==> src/rtl/core/ethernet_ipv4_icmp_frame_validator_assert.svh <==
// assertion macros shared by the frame validator modules
`ifndef ETHERNET_IPV4_ICMP_FRAME_VALIDATOR_ASSERT_SVH
`define ETHERNET_IPV4_ICMP_FRAME_VALIDATOR_ASSERT_SVH

// property that must hold at every clock edge out of reset
`define EIV_ASSERT_HOLDS(name, clk, rst_n, prop, msg) \
  name: assert property (@(posedge clk) disable iff (!rst_n) (prop)) else $error(msg);

// consequent must hold in the cycle after the antecedent
`define EIV_ASSERT_NEXT(name, clk, rst_n, ante, cons, msg) \
  name: assert property (@(posedge clk) disable iff (!rst_n) (ante) |=> (cons)) \
    else $error(msg);

`endif

==> src/rtl/core/eiv_pkg.sv <==
// shared constants, types and functions of the frame validator
`default_nettype none

package eiv_pkg;

  localparam int MaxFrameBytesDef = 2048;

  localparam int ByteW     = 8;
  localparam int VerdictW  = 4;
  localparam int FrameLenW = 12;
  localparam int WordW     = 16;

  localparam int PosTypeHi    = 12;
  localparam int PosTypeLo    = 13;
  localparam int PosProto     = 23;
  localparam int EthHdrBytes  = 14;
  localparam int IpEndBytes   = 34;
  localparam int IcmpMinBytes = 38;
  localparam int ArpMinBytes  = 42;

  localparam logic [WordW-1:0] TypeIpv4  = 16'h0800;
  localparam logic [WordW-1:0] TypeArp   = 16'h0806;
  localparam logic [ByteW-1:0] ProtoIcmp = 8'h01;
  localparam logic [WordW-1:0] SumOk     = 16'hFFFF;

  typedef enum logic [VerdictW-1:0] {
    VERDICT_OTHER     = 4'd0,
    VERDICT_ARP       = 4'd1,
    VERDICT_IPV4      = 4'd2,
    VERDICT_ICMP      = 4'd3,
    VERDICT_SHORT_ETH = 4'd4,
    VERDICT_SHORT_IP  = 4'd5,
    VERDICT_BAD_IPSUM = 4'd6,
    VERDICT_SHORT_ARP = 4'd7,
    VERDICT_SHORT_ICMP = 4'd8,
    VERDICT_BAD_ICMPSUM = 4'd9
  } verdict_e;

  typedef struct packed {
    verdict_e               verdict;
    logic [FrameLenW-1:0]   frame_length;
  } eiv_result_t;

  // ones-complement 16-bit add with end-around carry
  function automatic logic [WordW-1:0] oc_add(input logic [WordW-1:0] a,
                                              input logic [WordW-1:0] b);
    logic [WordW:0] s;
    s = {1'b0, a} + {1'b0, b};
    return s[WordW-1:0] + {{(WordW-1){1'b0}}, s[WordW]};
  endfunction

endpackage

`default_nettype wire

==> src/rtl/core/eiv_if.sv <==
// byte and result channel interfaces of the frame validator
`default_nettype none

interface eiv_byte_if import eiv_pkg::*; ();
  logic             valid;
  logic             ready;
  logic [ByteW-1:0] frame_byte;
  logic             last_byte;

  modport source (output valid, output frame_byte, output last_byte, input ready);
  modport sink (input valid, input frame_byte, input last_byte, output ready);
endinterface

interface eiv_result_if import eiv_pkg::*; ();
  logic                 valid;
  logic                 ready;
  logic [VerdictW-1:0]  verdict;
  logic [FrameLenW-1:0] frame_length;

  modport source (output valid, output verdict, output frame_length, input ready);
  modport sink (input valid, input verdict, input frame_length, output ready);
endinterface

`default_nettype wire

==> src/rtl/core/ethernet_ipv4_icmp_frame_validator.sv <==
// the verdict of a frame passes the input register and then the result register after its last byte transfer
// throughput: one byte per cycle, set by the combinational checksum update between the registers, except that
// a last byte waits while an unaccepted verdict is held; a new frame may follow the previous one without a gap
// reset: asynchronous, clears the frame state and empties both register stages
// no clearing pass; the block accepts bytes in the first cycle after reset
`default_nettype none

`include "ethernet_ipv4_icmp_frame_validator_assert.svh"

module ethernet_ipv4_icmp_frame_validator import eiv_pkg::*; #(
  parameter int MaxFrameBytes = MaxFrameBytesDef
) (
  input  wire logic      clk_i,
  input  wire logic      rst_ni,
  eiv_byte_if.sink       byte_i,
  eiv_result_if.source   result_o
);

  logic             s1_valid_q;
  logic [ByteW-1:0] s1_byte_q;
  logic             s1_last_q;
  logic             out_valid_q;
  eiv_result_t      out_q;
  eiv_result_t      res;
  logic             adv;

  // non-final bytes never wait on the result side
  assign adv = s1_valid_q && (!s1_last_q || !out_valid_q || result_o.ready);
  assign byte_i.ready = !s1_valid_q || adv;

  always_ff @(posedge clk_i or negedge rst_ni) begin
    if (!rst_ni) begin
      s1_valid_q <= 1'b0;
    end else if (byte_i.ready) begin
      s1_valid_q <= byte_i.valid;
    end
  end

  always_ff @(posedge clk_i) begin
    if (byte_i.valid && byte_i.ready) begin
      s1_byte_q <= byte_i.frame_byte;
      s1_last_q <= byte_i.last_byte;
    end
  end

  eiv_frame_state #(
    .MaxFrameBytes(MaxFrameBytes)
  ) u_state (
    .clk_i       (clk_i),
    .rst_ni      (rst_ni),
    .step_i      (adv),
    .frame_byte_i(s1_byte_q),
    .last_byte_i (s1_last_q),
    .result_o    (res)
  );

  always_ff @(posedge clk_i or negedge rst_ni) begin
    if (!rst_ni) begin
      out_valid_q <= 1'b0;
    end else if (adv && s1_last_q) begin
      out_valid_q <= 1'b1;
    end else if (result_o.ready) begin
      out_valid_q <= 1'b0;
    end
  end

  always_ff @(posedge clk_i) begin
    if (adv && s1_last_q) begin
      out_q <= res;
    end
  end

  assign result_o.valid        = out_valid_q;
  assign result_o.verdict      = out_q.verdict;
  assign result_o.frame_length = out_q.frame_length;

  `EIV_ASSERT_HOLDS(a_ready_when_empty, clk_i, rst_ni, !s1_valid_q |-> byte_i.ready,
                    "input stalled with empty stage")
  `EIV_ASSERT_HOLDS(a_body_no_stall, clk_i, rst_ni, (s1_valid_q && !s1_last_q) |-> adv,
                    "frame body byte stalled")
  `EIV_ASSERT_HOLDS(a_result_source, clk_i, rst_ni,
                    $rose(out_valid_q) |-> $past(adv && s1_last_q),
                    "result without a final byte")

endmodule

`default_nettype wire

==> src/rtl/core/eiv_frame_state.sv <==
// per-frame parse state, running checksums and verdict logic
`default_nettype none

`include "ethernet_ipv4_icmp_frame_validator_assert.svh"

module eiv_frame_state import eiv_pkg::*; #(
  parameter int MaxFrameBytes = MaxFrameBytesDef
) (
  input  wire logic             clk_i,
  input  wire logic             rst_ni,
  input  wire logic             step_i,
  input  wire logic [ByteW-1:0] frame_byte_i,
  input  wire logic             last_byte_i,
  output eiv_result_t           result_o
);

  localparam int OfsW = $clog2(MaxFrameBytes + 1);
  localparam logic [OfsW-1:0] OfsMax = OfsW'(MaxFrameBytes);

  logic [OfsW-1:0]  offset_q;
  logic             odd_q;
  logic [WordW-1:0] type_q;
  logic [ByteW-1:0] proto_q;
  logic [WordW-1:0] ip_sum_q;
  logic [WordW-1:0] icmp_sum_q;
  logic [ByteW-1:0] pend_q;

  logic [OfsW-1:0]  len;
  logic             in_payload;
  logic             in_ip_hdr;
  logic [WordW-1:0] word;
  logic [WordW-1:0] type_d;
  logic [ByteW-1:0] proto_d;
  logic [WordW-1:0] ip_sum_d;
  logic [WordW-1:0] icmp_sum_d;
  logic [ByteW-1:0] pend_d;
  logic [WordW-1:0] icmp_final;
  logic [OfsW+FrameLenW-1:0] len_wide;
  verdict_e         verdict;

  assign len        = (offset_q == OfsMax) ? offset_q : offset_q + 1'b1;
  assign in_payload = offset_q >= OfsW'(EthHdrBytes);
  assign in_ip_hdr  = offset_q < OfsW'(IpEndBytes);
  assign word       = {pend_q, frame_byte_i};

  always_comb begin
    type_d = type_q;
    proto_d = proto_q;
    if (offset_q == OfsW'(PosTypeHi)) begin
      type_d = {frame_byte_i, type_q[ByteW-1:0]};
    end else if (offset_q == OfsW'(PosTypeLo)) begin
      type_d = {type_q[WordW-1:ByteW], frame_byte_i};
    end else if (offset_q == OfsW'(PosProto)) begin
      proto_d = frame_byte_i;
    end
  end

  assign pend_d     = (in_payload && !odd_q) ? frame_byte_i : pend_q;
  assign ip_sum_d   = (in_payload && odd_q && in_ip_hdr) ? oc_add(ip_sum_q, word) : ip_sum_q;
  assign icmp_sum_d = (in_payload && odd_q && !in_ip_hdr) ? oc_add(icmp_sum_q, word)
                                                          : icmp_sum_q;
  // odd trailing byte padded with a zero low byte
  assign icmp_final = (!odd_q && !in_ip_hdr) ? oc_add(icmp_sum_q, {frame_byte_i, 8'h00})
                                             : icmp_sum_d;

  always_comb begin
    if (len < OfsW'(EthHdrBytes)) begin
      verdict = VERDICT_SHORT_ETH;
    end else if (type_d == TypeIpv4) begin
      if (len < OfsW'(IpEndBytes)) begin
        verdict = VERDICT_SHORT_IP;
      end else if (ip_sum_d != SumOk) begin
        verdict = VERDICT_BAD_IPSUM;
      end else if (proto_d == ProtoIcmp) begin
        if (len < OfsW'(IcmpMinBytes)) begin
          verdict = VERDICT_SHORT_ICMP;
        end else if (icmp_final != SumOk) begin
          verdict = VERDICT_BAD_ICMPSUM;
        end else begin
          verdict = VERDICT_ICMP;
        end
      end else begin
        verdict = VERDICT_IPV4;
      end
    end else if (type_d == TypeArp) begin
      verdict = (len < OfsW'(ArpMinBytes)) ? VERDICT_SHORT_ARP : VERDICT_ARP;
    end else begin
      verdict = VERDICT_OTHER;
    end
  end

  assign len_wide = {{FrameLenW{1'b0}}, len};
  assign result_o.verdict      = verdict;
  assign result_o.frame_length = len_wide[FrameLenW-1:0];

  always_ff @(posedge clk_i or negedge rst_ni) begin
    if (!rst_ni) begin
      offset_q   <= '0;
      odd_q      <= 1'b0;
      type_q     <= '0;
      proto_q    <= '0;
      ip_sum_q   <= '0;
      icmp_sum_q <= '0;
      pend_q     <= '0;
    end else if (step_i) begin
      if (last_byte_i) begin
        offset_q   <= '0;
        odd_q      <= 1'b0;
        type_q     <= '0;
        proto_q    <= '0;
        ip_sum_q   <= '0;
        icmp_sum_q <= '0;
        pend_q     <= '0;
      end else begin
        offset_q   <= len;
        odd_q      <= ~odd_q;
        type_q     <= type_d;
        proto_q    <= proto_d;
        ip_sum_q   <= ip_sum_d;
        icmp_sum_q <= icmp_sum_d;
        pend_q     <= pend_d;
      end
    end
  end

  `EIV_ASSERT_HOLDS(a_offset_bound, clk_i, rst_ni, offset_q <= OfsMax, "byte offset past maximum")
  `EIV_ASSERT_NEXT(a_clear_on_last, clk_i, rst_ni, step_i && last_byte_i,
                   offset_q == '0 && !odd_q && icmp_sum_q == '0, "frame state not cleared")
  `EIV_ASSERT_NEXT(a_phase_toggle, clk_i, rst_ni, step_i && !last_byte_i,
                   odd_q != $past(odd_q), "word phase did not toggle")

endmodule

`default_nettype wire
==> src/flat_wrapper.sv <==
// flat-port wrapper written by rule: the top's interface ports become plain ports
module ethernet_ipv4_icmp_frame_validator_flat import eiv_pkg::*;
#(
  parameter int MaxFrameBytes = MaxFrameBytesDef
)
  (clk_i, rst_ni, byte_i_valid, byte_i_frame_byte, byte_i_last_byte, byte_i_ready, result_o_valid, result_o_verdict, result_o_frame_length, result_o_ready);
  eiv_byte_if byte_i_i ();
  eiv_result_if result_o_i ();
  input  wire logic clk_i;
  input  wire logic rst_ni;
  input wire logic [$bits(byte_i_i.valid)-1:0] byte_i_valid;
  input wire logic [$bits(byte_i_i.frame_byte)-1:0] byte_i_frame_byte;
  input wire logic [$bits(byte_i_i.last_byte)-1:0] byte_i_last_byte;
  output wire logic [$bits(byte_i_i.ready)-1:0] byte_i_ready;
  output wire logic [$bits(result_o_i.valid)-1:0] result_o_valid;
  output wire logic [$bits(result_o_i.verdict)-1:0] result_o_verdict;
  output wire logic [$bits(result_o_i.frame_length)-1:0] result_o_frame_length;
  input wire logic [$bits(result_o_i.ready)-1:0] result_o_ready;
  assign byte_i_i.valid = byte_i_valid;
  assign byte_i_i.frame_byte = byte_i_frame_byte;
  assign byte_i_i.last_byte = byte_i_last_byte;
  assign byte_i_ready = byte_i_i.ready;
  assign result_o_valid = result_o_i.valid;
  assign result_o_verdict = result_o_i.verdict;
  assign result_o_frame_length = result_o_i.frame_length;
  assign result_o_i.ready = result_o_ready;
  ethernet_ipv4_icmp_frame_validator #(.MaxFrameBytes(MaxFrameBytes)) u_core (.clk_i(clk_i), .rst_ni(rst_ni), .byte_i(byte_i_i), .result_o(result_o_i));
endmodule
==> config.mk <==
export PLATFORM = sky130hd
export DESIGN_NAME = ethernet_ipv4_icmp_frame_validator_flat
export DESIGN_NICKNAME = d
export VERILOG_FILES = /design/src/rtl/core/eiv_pkg.sv /design/src/rtl/core/eiv_if.sv /design/src/rtl/core/ethernet_ipv4_icmp_frame_validator.sv /design/src/rtl/core/eiv_frame_state.sv /design/src/flat_wrapper.sv
export VERILOG_INCLUDE_DIRS = /design/src /design/src/rtl/core
export SDC_FILE = /design/constraint.sdc
export NUM_CORES = 1
export LEC_CHECK = 0
export BUFFER_PORTS_ARGS = -buffer_cell sky130_fd_sc_hd__buf_2
export CAP_MARGIN = 10
export CORE_ASPECT_RATIO = 1.75
export CORE_MARGIN = 10
export CORE_UTILIZATION = 35
export CTS_CLUSTER_DIAMETER = 100
export DETAILED_ROUTE_END_ITERATION = 10
export GPL_TIMING_DRIVEN = 0
export PLACE_DENSITY = 0.52
export RECOVER_POWER = 50
export REMOVE_ABC_BUFFERS = 1
export SLEW_MARGIN = 40
export SYNTH_ARGS = -nofsm -noshare
export SYNTH_HDL_FRONTEND = slang
export SYNTH_SLANG_ARGS = --single-unit
==> constraint.sdc <==
create_clock -name clk_i -period 11.15 [get_ports clk_i]
set_input_delay 2.23 -clock clk_i [delete_from_list [all_inputs] [get_ports clk_i]]
set_output_delay 2.23 -clock clk_i [all_outputs]
set_load 0.02 [all_outputs]
==> run summary <==
Status: finished with violations
Violations in the final reports: max-capacitance violations, max-slew violations
Largest family of logic cells by synthesized area: compound AO/OA/AOI/OAI gates
Number of remaining DRC errors: 0
Post-synth EDFFs: 25
Nets: 969
Hold endpoint: u_core.u_state.type_q[11]$_DFFE_PN0P_
Root Driver: clkbuf_16
Post-Synth XOR/XNOR Area: 0.0677
Startpoint types: flip-flop
Final Hold Vio Count: 0
TritonCTS buffer count: 9
Rows: 72
# resized after CTS: 0
Syn. warnings: 0
Register area share after synthesis: 0.346
Reg-to-reg slack, setup: 4.66 ns
Pwr/cell area: 109 nW/um2
Number of global-route vias before repair: 6,926
Clk slew on worst S/H paths: 0.09 ns
Crit path capture type: flip-flop
Slew @ Worst Pin: 3.08 ns
Reg-to-reg startpoint: u_core.s1_byte_q[1]$_DFFE_PP_
Area after DPL: 8380 um2
Adder and majority gate portion of the synthesized area: 0.0869
Clock skew: 0.0181 ns
Number of port buffers: 30
Yosys reg bits: 104
GRT Util Overall: 0.161
Slew margin rel.: -1.06
Antenna Nets Post-Route: 0
Post-synthesis mux area share: 0.0116
Final setup vio count: 0
P_leak: 3.50 nW
Peak Freq: 0.154 GHz
H-tree depth: 3
Simple-Gate Fraction of Synth Area: 0.208
# clock sinks: 104
Max Slew Vio Count: 55
Most frequent cells in the layout: nand2_1, dfrtp_1, o21ai_0
Top-level I/O count: 31
Initial DRC count: 401
Fin crit share: 0.582
Post-synth ARST share: 0.760
DR vias: 6,880
Max VDD drop: 75.7 uV
Unique masters post-synth: 78
Worst hold path depth: 2
Max_cap viols: 1
Initial antenna violation count: 0
Synthesized area: 7890 um2
Post-DP HPWL: 18,100 um
Worst-Skew Late Latency: 0.37 ns
Critical Path RT: 11.33 ns
Reg2Reg Depth: 20
Die Width: 134 um
Worst hold start: u_core.u_state.type_q[11]$_DFFE_PN0P_
Vias per cell: 5.71
Core area: 22,200 um2
Post-Syn Instances: 894
DIE HEIGHT: 219 um
Die ar.: 29,200 um2
First-pass GRT wire length: 37,300 um
Area growth from synthesis to layout: 9.53%
Top FF cell, synth: dfrtp_1
Setup TNS: 0 ns
CTS tree: built
Kind of critical path: reg -> reg
Largest net degree at the start of global routing: 55
Minimum clock period: 6.49 ns
Hold Crit Class: reg -> reg
Final wirelength: 23,900 um
Post-CTS Hold Buffers: 0
Synth Area in Compound Gates: 0.250
WL/cell: 19.8 um
Layout cells sized above 1: 0.0771
Diode count: 0
Routability cong.: 0.835
Reg2reg end: u_core.result_o.verdict[1]$_SDFFCE_PP0P_
CTS Buffer Depth: 2
Starting Density: 0.356
Unrepaired setup endpoints after global routing: no
WP data arrival: 6.67 ns
GR Overflow Total: 0
Avg Cell Area, Syn: 8.83 um2
Worst Path Max Fanout: 12
Post-CTS setup buffer count: 0
Commonest non-fill, non-tap cell in the layout: nand2_1
Pre-antenna DRT Iters: 6
Post-route cell area: 8650 um2
-- flip-flops by register name, summed over array words and instances (netlist names) --
signal and flops:
u_core.u_state.pend_q 8, u_core.result_o.frame_length 12, u_core.s1_byte_q 8, u_core.u_state.offset_q 12, u_core.result_o.verdict 4, u_core.u_state.ip_sum_q 16
u_core.u_state.proto_q 8, u_core.s1_last_q 1, u_core.result_o.valid 1, u_core.s1_valid_q 1, u_core.u_state.odd_q 1, u_core.u_state.type_q 16
u_core.u_state.icmp_sum_q 16
-- layout make-up --
type	count	area, um2
Clock buffer	9	225
Clock inverter	7	81.3
Fill cell	2317	13500
Inverter	26	97.6
Multi-Input combinational cell	727	4940
Sequential cell	104	2730
Tap cell	296	370
Timing Repair Buffer	35	206
-- worst max-delay path: stages, from the launching register on --
cell and delay (ns):
edfxtp_1 0.84, inv_1 0.31, fa_1 0.51, nand2b_1 0.22, a21o_1 0.24, a21oi_1 0.31, a311oi_1 0.23, o21bai_1 0.18
a21o_1 0.20, ha_1 0.17, nand2b_1 0.08, nor2_1 0.22, o311ai_0 0.21, or4_4 0.55, nor4_2 0.29, nand4_1 0.16
a31oi_1 0.29, nand4b_1 0.13, nor4b_1 0.61, o221ai_1 0.24, a21oi_1 0.28
-- per-layer routing --
metal | global-route usage | share of wire | vias to the layer above
met5 | 0 | 0 | -
li1 | - | - | 3379
met2 | 0.314 | 0.55 | 116
met3 | 0.0191 | 0.027 | 37
met4 | 0.0805 | 0.038 | 0
met1 | 0.162 | 0.38 | 3348
-- report_power, final --
part	total, mW	leakage, nW	internal (mW)	switching [mW]
Clock	0.333	0.150	0.161	0.173
Sequential	0.438	1.33	0.409	0.0295
Combinational	0.171	2.02	0.0648	0.106
Total	0.942	3.50	0.634	0.308
-- logic make-up after synthesis --
group / after synthesis
flops: 104
buf+inv: 63
simple gates: 317
mux: 9
compound gates: 287
xor+xnor: 61
fa+ha+maj: 53
-- per-stage QoR --
| step | power (mW) | setup WS (ns) | utilization | hold WS (ns) | instances |
|---|---|---|---|---|---|
| 2_1_floorplan | 0.556 | 6.31 | - | 0.464 | 857 |
| 3_3_place_gp | 0.613 | 4.44 | 0.373 | 0.486 | 1183 |
| 3_5_place_dp | 0.618 | 4.68 | 0.378 | 0.501 | 1188 |
| 4_1_cts | 0.947 | 4.63 | 0.392 | 0.517 | 1204 |
| 5_1_grt | 0.982 | 4.26 | 0.390 | 0.549 | 1204 |
| 6_report | 0.942 | 4.66 | 0.390 | 0.514 | 1204 |
-- synthesized netlist by cell type (all sizes together) (12+ instances only) --
master / number / area (um2)
nor4: 13 / 93.8
a22o: 19 / 166
dfrtp: 79 / 1980
ha: 50 / 626
edfxtp: 25 / 751
clkbuf: 33 / 124
a21oi: 38 / 190
nand2: 97 / 364
o21ai: 86 / 430
xnor2: 41 / 359
xor2: 20 / 175
nand4: 12 / 75.1
a22oi: 25 / 188
nor2: 53 / 199
a21o: 14 / 105
nand2b: 12 / 75.1
inv: 26 / 97.6
nand3: 38 / 190
and3: 16 / 100
-- worst max path at each step --
| stage | start | to | slack [ns] | depth (start not counted) |
|---|---|---|---|---|
| finish | u_core.s1_byte_q[1]$_DFFE_PP_ | u_core.result_o.verdict[1]$_SDFFCE_PP0P_ | 4.66 | 20 |
| global route | u_core.s1_byte_q[1]$_DFFE_PP_ | u_core.result_o.verdict[1]$_SDFFCE_PP0P_ | 4.26 | 20 |
| CTS | u_core.s1_byte_q[1]$_DFFE_PP_ | u_core.result_o.verdict[1]$_SDFFCE_PP0P_ | 4.63 | 20 |
| detailed placement | u_core.s1_byte_q[1]$_DFFE_PP_ | u_core.result_o.verdict[1]$_SDFFCE_PP0P_ | 4.68 | 20 |
| global placement | u_core.s1_byte_q[1]$_DFFE_PP_ | u_core.result_o.verdict[1]$_SDFFCE_PP0P_ | 4.44 | 20 |
| floorplan | result_o_ready | byte_i_ready | 6.31 | 2 |
Power figures use the tool's default switching activity.
